==> src/rtl/core/iif_ram.sv <==
// Generic single-port-write, registered-read RAM.
// No dependencies; read data holds while the read enable is low.
module iif_ram #(
  parameter int WIDTH = 8,
  parameter int DEPTH = 2
) (
  input  logic                     clk,
  input  logic                     we,
  input  logic [$clog2(DEPTH)-1:0] waddr,
  input  logic [WIDTH-1:0]         wdata,
  input  logic                     re,
  input  logic [$clog2(DEPTH)-1:0] raddr,
  output logic [WIDTH-1:0]         rdata
);
  logic [WIDTH-1:0] mem [DEPTH];

  always_ff @(posedge clk) begin
    if (we) begin
      mem[waddr] <= wdata;
    end
    if (re) begin
      rdata <= mem[raddr];
    end
  end
endmodule
==> config.mk <==
export PLATFORM = sky130hd
export DESIGN_NAME = iif_ram
export DESIGN_NICKNAME = d
export VERILOG_FILES = /design/src/rtl/core/iif_ram.sv
export SDC_FILE = /design/constraint.sdc
export NUM_CORES = 1
export LEC_CHECK = 0
export BUFFER_PORTS_ARGS = -buffer_cell sky130_fd_sc_hd__buf_2
export CAP_MARGIN = 10
export CORE_MARGIN = 1
export CORE_UTILIZATION = 48
export CTS_BUF_LIST = sky130_fd_sc_hd__clkbuf_2 sky130_fd_sc_hd__clkbuf_4 sky130_fd_sc_hd__clkbuf_8
export DETAILED_ROUTE_END_ITERATION = 7
export MAX_ROUTING_LAYER = met4
export PLACE_DENSITY = 0.76
export SLEW_MARGIN = 20
export SYNTH_ARGS = -nofsm -noshare
export SYNTH_HDL_FRONTEND = slang
export SYNTH_SLANG_ARGS = --single-unit
==> constraint.sdc <==
create_clock -name clk -period 0.9 [get_ports clk]
set_input_delay 0.18 -clock clk [delete_from_list [all_inputs] [get_ports clk]]
set_output_delay 0.18 -clock clk [all_outputs]
set_load 0.01 [all_outputs]
==> summary.md, run 1 <==
| Metric | Value |
|---|---|
| Row count | `14` |
| Yosys top cell by area | `edfxtp_1` |
| Worst path top cell family by delay | `flip-flops` |
| Post-CTS setup buffers | `0` |
| Met1 Track Usage GR | `12.3%` |
| Clock Latency Late Sink | `0.30 ns` |
| Pleak | `0.000403 uW` |
| Post-Synthesis Cells | `35` |
| Initial antenna violation count | `0` |
| Clock skew | `0.000776 ns` |
| Synth Area in Simple Gates | `under 10%` |
| Mean Syn Cell Area | `24.7 um2` |
| Die Ht | `44.4 um` |
| Clock slew at reported path FFs | `roughly 0.12 ns` |
| Failing checks | `setup timing` |
| Tot GR Track Use | `between 10% and 20%` |
| Critical Path RT | `0.72 ns` |
| 1st-pass router iterations | `3` |
| Setup CP Type | `flip-flop to primary output` |
| RePlAce Congestion | `around 0.64` |
| Worst slack, placed | `-0.114 ns` |
| Layout cells sized above 1 | `57.6%` |
| Vias in the first global route | `377` |
| Compound-cell area share of the yosys netlist | `0%` |
| Syn Nets | `48` |
| Global route hottest layer | `met2` |
| Initial drt markers | `5` |
| M3 GR Usage | `under 10%` |
| CORE AREA | `1590 um2` |
| I/O Buffers | `20` |
| Setup crit end kind | `primary output` |
| DIE AREA | `between 1500 and 2000 um2` |
| Clock sink total | `24` |
| Vias per cell | `4.65` |
| CP bufs+invs | `1` |
| Final #Nets | `74` |
| First-pass GRT wire length | `1560 um` |
| Most frequent cells in the layout | `24 x edfxtp_1, 20 x buf_2, 8 x mux2_4, 3 x clkbuf_4, 2 x buf_4` |
| Synthesized area | `865 um2` |
| PwrDens | `1890 nW/um2` |
| Largest family of logic cells by synthesized area | `multiplexers` |
| Gr ovfl total | `0` |
| Clk root buf | `clkbuf_4` |
| Final hold vios | `0` |
| CTS tree | `yes` |
| Die Wd | `44.4 um` |
| P&R area growth vs syn | `18.4%` |
| Max H-tree Level | `1` |
| DR WL/cell | `11.9 um` |
| Final slew viol count | `0` |
| CP Data Arrival Time | `0.83 ns` |
| F_max | `987 MHz` |
| N_diodes | `0` |
| Sequential share of the synthesized area | `83.4%` |
| Min Tclk post-route | `slightly above 1 ns` |
| Max-cap violations | `0` |
| Synth cell types | `5` |
| Crit start category | `flip-flop` |
| Worst rel slew slack | `75.2%` |
| Worst-Margin Slew | `0.372 ns` |
| Multiplexer share of the synthesized area | `13.9%` |
| Worst-path cell chain | `buf_2` |
| Xor/xnor share of the synthesized area | `0%` |
| Max VDD drop | `0.00124 V` |
| Status | `complete, but fails checks` |
| CP max-delay cell | `edfxtp_1` |
| Hold-fix buffers, CTS | `0` |
| Routed WL | `985 um` |
| Non-filler instance count after layout | `83` |
| Largest net degree at the start of global routing | `13` |
| Worst Hold Class | `primary input to flip-flop` |
| Pwr Total | `1940 uW` |
| Final setup vio count | `8` |
| Initial core utilization | `between 50% and 60%` |
| Max stage delay on crit path | `0.38 ns` |
| CTS Buffer Depth | `2` |
| RSZ-0062 raised after global routing | `yes` |
| Adder-Cell Fraction of Synth Area | `0%` |
| # IOs | `21` |
| Placed cells | `80` |
| Synth top area share | `between 80% and 90%` |
| Via count | `386` |
| # DRC | `0` |
| Final Worst Setup Slack | `-0.113 ns` |
| Synth Warn # | `0` |
| Synth area leaders | `edfxtp_1 83%, mux2_4 14%, buf_6 1.3%` |
| Grt met2 use | `20.0%` |
| Commonest non-fill, non-tap cell in the layout | `edfxtp_1` |
| Crit-path max FO | `1` |
| TritonCTS Buffers | `3` |
| Seq cells post-synth | `24` |
| ANT nets after route | `0` |
| Tcrit/Tclk final | `113%` |
## layout make-up
| cell class | instances | area (um2) |
|---|---|---|
| Clock buffer | 3 | 22.5 |
| Fill cell | 124 | 571 |
| Multi-Input combinational cell | 10 | 135 |
| Sequential cell | 24 | 721 |
| Tap cell | 24 | 30.0 |
| Timing Repair Buffer | 22 | 115 |
## metrics by stage
step / utilization, % / cell area [um2] / hold slack (ns) / TNS [ns]
final: 64.2 / 1020 / 0.0542 / -0.772
after global routing: 64.2 / 1020 / 0.0290 / -1.20
after CTS: 64.2 / 1020 / 0.0497 / -0.847
after detailed placement: 62.8 / 1000 / 0.371 / -1.54
after global placement: 62.8 / 1000 / 0.368 / -1.25
after floorplan: - / 867 / 0.279 / 0
## state kept, by name, indices dropped and copies added, names as in the netlist
signal and count:
mem 16, rdata 8
## per-layer routing
metal,wire (um),up-vias
li1,-,187
met1,397,174
met2,492,21
met3,67,4
met4,27,0
met5,0,-
## Yosys cell counts, drive strengths merged
master and instances:
nor2b 1, mux2 8, and2 1, edfxtp 24, buf 1
## kinds of logic after synthesis
| kind of cell | count (synthesis) |
|---|---|
| flops | 24 |
| buf+inv | 1 |
| mux | 8 |
| simple gates | 2 |
## worst paths after layout
path                       start                  end  slack, ns  cells after the start
min                     wdata[2]  mem[1][2]$_DFFE_PP_       0.05                      1
max reg2reg  mem[1][0]$_DFFE_PP_   rdata[0]$_DFFE_PP_          0                      1
min reg2reg  mem[1][1]$_DFFE_PP_   rdata[1]$_DFFE_PP_       0.56                      1
max           rdata[3]$_DFFE_PP_             rdata[3]      -0.11                      1
## where the power goes
group	internal (uW)	switching, uW	total [uW]
combinational	91.3	71.2	162
clock	156	283	439
sequential	1320	17.4	1340
total	1570	372	1940
## timing repair
action / CTS / global route
pin swaps: 0 / 0
endpoints found under the setup margin: 9 / 12
hold endpoints to repair: 0 / 0
gates resized for setup: 0 / 0
No activity file was read; power rests on OpenSTA's default activity.
==> inputs of run 2 (changes only) <==
--- a/config.mk
+++ b/config.mk
@@ -12,7 +12,8 @@
 export CTS_BUF_LIST = sky130_fd_sc_hd__clkbuf_2 sky130_fd_sc_hd__clkbuf_4 sky130_fd_sc_hd__clkbuf_8
 export DETAILED_ROUTE_END_ITERATION = 7
 export MAX_ROUTING_LAYER = met4
-export PLACE_DENSITY = 0.76
+export PLACE_DENSITY = 0.83
+export RECOVER_POWER = 25
 export SLEW_MARGIN = 20
 export SYNTH_ARGS = -nofsm -noshare
 export SYNTH_HDL_FRONTEND = slang
==> summary.md, run 2 (synthesis gave the netlist of run 1 again) <==
| Metric | Value |
|---|---|
| Status | `complete, but fails checks` |
| Failing checks | `setup timing` |
| RR Endpoint | `rdata[4]$_DFFE_PP_` |
| I/O Buffers | `20 (unchanged)` |
| Worst rel slew slack | `83.2% (+8.1 points)` |
| Final hold vios | `0 (unchanged)` |
| Critical Path RT | `0.72 ns (about the same)` |
| Levels on crit path | `1 (unchanged)` |
| Min Tclk post-route | `0.999 ns (-0.0139 ns)` |
| Crit start category | `flip-flop` |
| Max stage delay on crit path | `0.37 ns (about the same)` |
| ANT nets after route | `0 (unchanged)` |
| Final slew viol count | `0 (unchanged)` |
| Non-filler instance count after layout | `86 (+3.6%)` |
| Number of gates resized after cts | `0 (unchanged)` |
| Setup crit end kind | `primary output` |
| Clk root buf | `clkbuf_4` |
| Clock slew at reported path FFs | `0.12 ns (about the same)` |
| Post-CTS setup buffers | `0 (unchanged)` |
| Final Worst Setup Slack | `-0.0989 ns (+0.0139 ns)` |
| Worst-path cell chain | `buf_2` |
| Vias per cell | `4.52 (-2.7%)` |
| CORE AREA | `1590 um2 (unchanged)` |
| Worst-Margin Slew | `0.252 ns (-0.121 ns)` |
| Final #Nets | `76 (+2.7%)` |
| Vias in the first global route | `381 (+1.1%)` |
| Die Wd | `44.4 um (unchanged)` |
| CTS tree | `yes` |
| DIE AREA | `1970 um2 (unchanged)` |
| Pleak | `0.000422 uW (+4.7%)` |
| N_diodes | `0 (unchanged)` |
| Largest Register | `mem` |
| P&R area growth vs syn | `23.3%` |
| Initial antenna violation count | `0 (unchanged)` |
| DR WL/cell | `11.5 um (-3.5%)` |
| Max VDD drop | `0.00122 V (-1.2%)` |
| Worst slack, placed | `-0.109 ns (+0.00497 ns)` |
| Critical Path End | `rdata[2]` |
| Max-cap violations | `0 (unchanged)` |
| Initial drt markers | `8 (+3)` |
| Worst Hold Class | `primary input to flip-flop` |
| # DRC | `0 (unchanged)` |
| CP max-delay cell | `edfxtp_1` |
| Crit. Startpoint | `rdata[2]$_DFFE_PP_` |
| # IOs | `21 (unchanged)` |
| Global route hottest layer | `met2` |
| Clock skew | `0.00596 ns (+0.00519 ns)` |
| Hold_ws | `0.0573 ns (+0.00316 ns)` |
| Initial core utilization | `54.2% (unchanged)` |
| Crit-path max FO | `1 (unchanged)` |
| Via count | `389 (+0.78%)` |
| Setup CP Type | `flip-flop to primary output` |
| CP Data Arrival Time | `0.82 ns (about the same)` |
| Commonest non-fill, non-tap cell in the layout | `edfxtp_1` |
| Placed cells | `82 (+2.5%)` |
| Clock sink total | `24 (unchanged)` |
| First-pass GRT wire length | `1580 um (+1.3%)` |
| Final setup vio count | `10 (+2)` |
| CTS Buffer Depth | `2 (unchanged)` |
| Grt met2 use | `19.4% (-0.59 points)` |
| Worst path top cell family by delay | `flip-flops` |
| Routed WL | `985 um (unchanged)` |
| Die Ht | `44.4 um (unchanged)` |
| CP bufs+invs | `1 (unchanged)` |
| PwrDens | `2100 nW/um2 (+11%)` |
| Largest net degree at the start of global routing | `15 (+2)` |
| Largest regs | `mem: 16 flops, rdata: 8 flops` |
| Hold-fix buffers, CTS | `0 (unchanged)` |
| Met1 Track Usage GR | `13.5% (+1.2 points)` |
| Tot GR Track Use | `11.8% (-0.61 points)` |
| Max H-tree Level | `1 (unchanged)` |
| 1st-pass router iterations | `3 (unchanged)` |
| RePlAce Congestion | `0.615 (-3.6%)` |
| TritonCTS Buffers | `3 (unchanged)` |
| R2R depth | `1 (unchanged)` |
| Gr ovfl total | `0 (unchanged)` |
| M3 GR Usage | `2.86% (-1.2 points)` |
| F_max | `1000 MHz (+1.4%)` |
| Layout cells sized above 1 | `56.5% (-1.2 points)` |
| Tcrit/Tclk final | `111% (-1.5 points)` |
| Clock Latency Late Sink | `0.30 ns (about the same)` |
| Row count | `14 (unchanged)` |
| Most frequent cells in the layout | `24 x edfxtp_1, 18 x buf_2, 8 x mux2_4, 4 x buf_4, 3 x clkbuf_4` |
| Max reg flops | `16 (unchanged)` |
| R2r setup slk | `-0.01 ns (about the same)` |
| RSZ-0062 raised after global routing | `yes` |
| Critical R2R Launch | `mem[0][4]$_DFFE_PP_` |
[run 2: cell types whose count changed in the layout (fill, tap and decap cells not counted), sizes merged]
cell	delta
clkbuf	+2
bufinv	+1
[run 2: worst min-delay path by stage]
stage | startpoint | end | slack [ns] | cells past startpoint
floorplan | wdata[0] | mem[0][0]$_DFFE_PP_ | 0.28 | 0
global placement | wdata[2] | mem[0][2]$_DFFE_PP_ | 0.37 | 1
detailed placement | wdata[3] | mem[0][3]$_DFFE_PP_ | 0.37 | 1
CTS | wdata[6] | mem[1][6]$_DFFE_PP_ | 0.05 | 1
global route | wdata[0] | mem[0][0]$_DFFE_PP_ | 0.03 | 1
finish | wdata[6] | mem[0][6]$_DFFE_PP_ | 0.06 | 1
[run 2: layout make-up]
class	count	area (um2)
clock buffers	3	22.5
fillers	117	528
repair buffers	24	128
flip-flops and latches	24	721
clock inverters	1	30.0
multi-input cells	10	135
well taps	24	30.0
[run 2: where the power goes]
| group | switching, uW | internal [uW] | total [uW] |
|---|---|---|---|
| registers | 18.4 | 1320 | 1340 |
| clock network | 290 | 450 | 740 |
| logic | 70.3 | 95.7 | 166 |
| total | 379 | 1860 | 2240 |
[run 2: routing by layer]
metal	up-vias	routed length, um
met5	-	0
met3	0	50
li1	194	-
met2	17	512
met1	178	422
met4	0	0
[run 2: stage by stage]
| step | util, % | cell area [um2] | power [uW] | TNS (ns) |
|---|---|---|---|---|
| finish | 66.9 | 1070 | 2240 | -0.749 |
| global route | 66.9 | 1070 | 2330 | -1.21 |
| CTS | 67.0 | 1070 | 2270 | -0.871 |
| detailed placement | 63.7 | 1020 | 1530 | -0.810 |
| global placement | 63.7 | 1020 | 1520 | -0.686 |
| floorplan | - | 867 | 1450 | 0 |
==> inputs of run 3 (changes only) <==
--- a/config.mk
+++ b/config.mk
@@ -5,6 +5,7 @@
 export SDC_FILE = /design/constraint.sdc
 export NUM_CORES = 1
 export LEC_CHECK = 0
+export ABC_AREA = 1
 export BUFFER_PORTS_ARGS = -buffer_cell sky130_fd_sc_hd__buf_2
 export CAP_MARGIN = 10
 export CORE_MARGIN = 1
==> constraint.sdc (replaced) <==
create_clock -name clk -period 0.8 [get_ports clk]
set_input_delay 0.16 -clock clk [delete_from_list [all_inputs] [get_ports clk]]
set_output_delay 0.16 -clock clk [all_outputs]
set_load 0.01 [all_outputs]
==> summary.md, run 3 <==
| Metric | Value |
|---|---|
| Register area | `721 um2 (unchanged)` |
| Max VDD drop | `0.00139 V (+13%)` |
| Final setup vio count | `8 (-2)` |
| Worst slack, placed | `-0.0734 ns (+0.0359 ns)` |
| RSZ-0062 raised after global routing | `yes` |
| Tcrit/Tclk final | `124%` |
| Synthesized area | `841 um2 (-2.7%)` |
| Largest family of logic cells by synthesized area | `simple AND/OR/NAND/NOR gates` |
| Routed WL | `1050 um (+6.6%)` |
| Clock sink total | `24 (unchanged)` |
| Crit-path max FO | `1 (unchanged)` |
| Setup CP Type | `flip-flop to primary output` |
| DIE AREA | `1920 um2 (-2.6%)` |
| Gr ovfl total | `0 (unchanged)` |
| # DRC | `3 (+3)` |
| Syn Nets | `67 (+40%)` |
| P&R area growth vs syn | `21.1%` |
| Worst rel slew slack | `80.7% (-2.6 points)` |
| Setup crit end kind | `primary output` |
| Max H-tree Level | `1 (unchanged)` |
| Die Ht | `43.9 um (-1.3%)` |
| Largest net degree at the start of global routing | `15 (unchanged)` |
| Number of gates resized after cts | `0 (unchanged)` |
| Synth top area share | `85.7% (+2.4 points)` |
| Final hold vios | `0 (unchanged)` |
| CP bufs+invs | `1 (unchanged)` |
| Failing checks | `DRC, setup timing` |
| First-pass GRT wire length | `1610 um (+1.7%)` |
| Synth Area in Simple Gates | `11.6% (+10 points)` |
| CP max-delay cell | `edfxtp_1` |
| Worst-path cell chain | `buf_2` |
| TritonCTS Buffers | `3 (unchanged)` |
| Pleak | `0.000436 uW (+3.5%)` |
| RePlAce Congestion | `0.654 (+6.3%)` |
| Worst-Margin Slew | `0.290 ns (+0.0382 ns)` |
| Placed cells | `91 (+11%)` |
| Multiplexer share of the synthesized area | `0% (-14 points)` |
| Area of the multi-input gates | `100 um2 (-26%)` |
| Yosys top cell by area | `edfxtp_1` |
| CTS Buffer Depth | `2 (unchanged)` |
| Compound-cell area share of the yosys netlist | `0% (unchanged)` |
| Crit. Startpoint | `rdata[1]$_DFFE_PP_` |
| PwrDens | `2480 nW/um2 (+18%)` |
| Row count | `14 (unchanged)` |
| Number of enable flip-flop cells after synthesis | `24 (unchanged)` |
| Largest Register | `mem` |
| I/O Buffers | `20 (unchanged)` |
| # IOs | `21 (unchanged)` |
| Via count | `450 (+16%)` |
| CTS tree | `yes` |
| FILL cells | `118 (+0.85%)` |
| Clock slew at reported path FFs | `0.13 ns (about the same)` |
| Crit start category | `flip-flop` |
| CORE AREA | `1580 um2 (-1.1%)` |
| FFs w/ async S/R, synth | `0% (unchanged)` |
| Mean Syn Cell Area | `15.6 um2 (-37%)` |
| Critical Path RT | `0.64 ns (-0.08 ns)` |
| Layout cells sized above 1 | `34.2% (-22 points)` |
| Top cells by count, synth | `25 x nand2_1, 24 x edfxtp_1, 2 x inv_1` |
| Max-cap violations | `0 (unchanged)` |
| ANT nets after route | `0 (unchanged)` |
| Post-CTS setup buffers | `0 (unchanged)` |
| Vias in the first global route | `389 (+2.1%)` |
| CP Data Arrival Time | `0.83 ns (about the same)` |
| Tot GR Track Use | `12.8% (+1.0 points)` |
| Clock skew | `0.00855 ns (+0.00259 ns)` |
| Vias per cell | `4.74 (+4.7%)` |
| Final slew viol count | `0 (unchanged)` |
| Worst path top cell family by delay | `flip-flops` |
| Largest regs | `mem: 16 flops, rdata: 8 flops` |
| Initial drt markers | `7 (-1)` |
| Final #Nets | `93 (+22%)` |
| Final Worst Setup Slack | `-0.191 ns (-0.0924 ns)` |
| F_max | `a little over 1000 MHz` |
| Sequential share of the synthesized area | `85.7% (+2.4 points)` |
| Xor/xnor share of the synthesized area | `0% (unchanged)` |
| Commonest non-fill, non-tap cell in the layout | `nand2_1` |
| Status | `complete, but fails checks` |
| Clock Latency Late Sink | `0.31 ns (about the same)` |
| Hold-fix buffers, CTS | `0 (unchanged)` |
| Synth cell types | `6 (+1)` |
| Worst Hold Launch | `wdata[1]` |
| Synth area leaders | `edfxtp_1 86%, nand2_1 11%, buf_6 1.3%` |
| Critical R2R Launch | `mem[0][2]$_DFFE_PP_` |
| Max reg flops | `16 (unchanged)` |
| Most frequent cells in the layout | `25 x nand2_1, 24 x edfxtp_1, 19 x buf_2, 3 x clkbuf_4` |
| Synth Warn # | `0 (unchanged)` |
| Post-Route Setup TNS | `-1.46 ns (-0.710 ns)` |
| Primary FF master, synth | `edfxtp_1` |
| Worst Hold Class | `primary input to flip-flop` |
| Non-filler instance count after layout | `95 (+10%)` |
| Clk root buf | `clkbuf_4` |
| DR WL/cell | `11.1 um (-3.5%)` |
| Max stage delay on crit path | `0.38 ns (about the same)` |
| Post-Synthesis Cells | `54 (+54%)` |
| 1st-pass router iterations | `7 (+4)` |
| Initial core utilization | `53.3% (-0.91 points)` |
| Die Wd | `43.9 um (-1.3%)` |
| Min Tclk post-route | `0.991 ns` |
| Count leader, synth | `nand2_1` |
| Seq cells post-synth | `24 (unchanged)` |
| N_diodes | `0 (unchanged)` |
| Initial antenna violation count | `0 (unchanged)` |
| Adder-Cell Fraction of Synth Area | `0% (unchanged)` |
[run 3: cell count changes after synthesis]
cell / change
inv_2: +1
inv_1: +2
nand2_1: +25
nor2_1: +1
and2_1: -1
nor2b_1: -1
mux2_4: -8
[run 3: cell families (layout without fill, tap and decap cells)]
family	count (synthesis)	in the layout
flip-flops	24	24
buffers and inverters	4	29
AND/OR/NAND/NOR	26	26
[run 3: worst paths after layout]
check                                            to  slack (ns)  cells after the start
worst min register to register   rdata[4]$_DFFE_PP_        0.53                      2
worst min-delay path            mem[0][1]$_DFFE_PP_        0.02                      1
worst max register to register   rdata[2]$_DFFE_PP_        0.05                      2
worst max-delay path                       rdata[1]       -0.19                      1
[run 3: area by class of cell]
class	count	area share [%]
tap	16	1.97
timing repair buffer	22	11.2
clock buffer	3	2.21
sequential	24	70.8
clock inverter	1	2.95
multi-input combinational	26	9.83
inverter	3	1.11
[run 3: report_power, final]
part | switching [uW] | total [uW] | internal [uW]
combinational | 90.5 | 154 | 63.4
sequential | 19.3 | 1500 | 1480
clock | 359 | 865 | 506
total | 469 | 2520 | 2050
[run 3: per-stage QoR]
step	utilization, %	area [um2]	hold slack, ns	total power (uW)
3_5_place_dp	61.3	967	0.352	1690
4_1_cts	64.7	1020	0.0212	2530
5_1_grt	64.6	1020	0.00459	2610
6_report	64.6	1020	0.0220	2520
3_3_place_gp	61.3	967	0.352	1680
2_1_floorplan	-	843	0.259	1600
[run 3: layer usage]
metal | share of wire (%) | global-route usage [%]
met5 | 0 | -
met4 | 0 | 7.27
met3 | 4.8 | 3.75
met2 | 48 | 19.4
met1 | 47 | 15.4
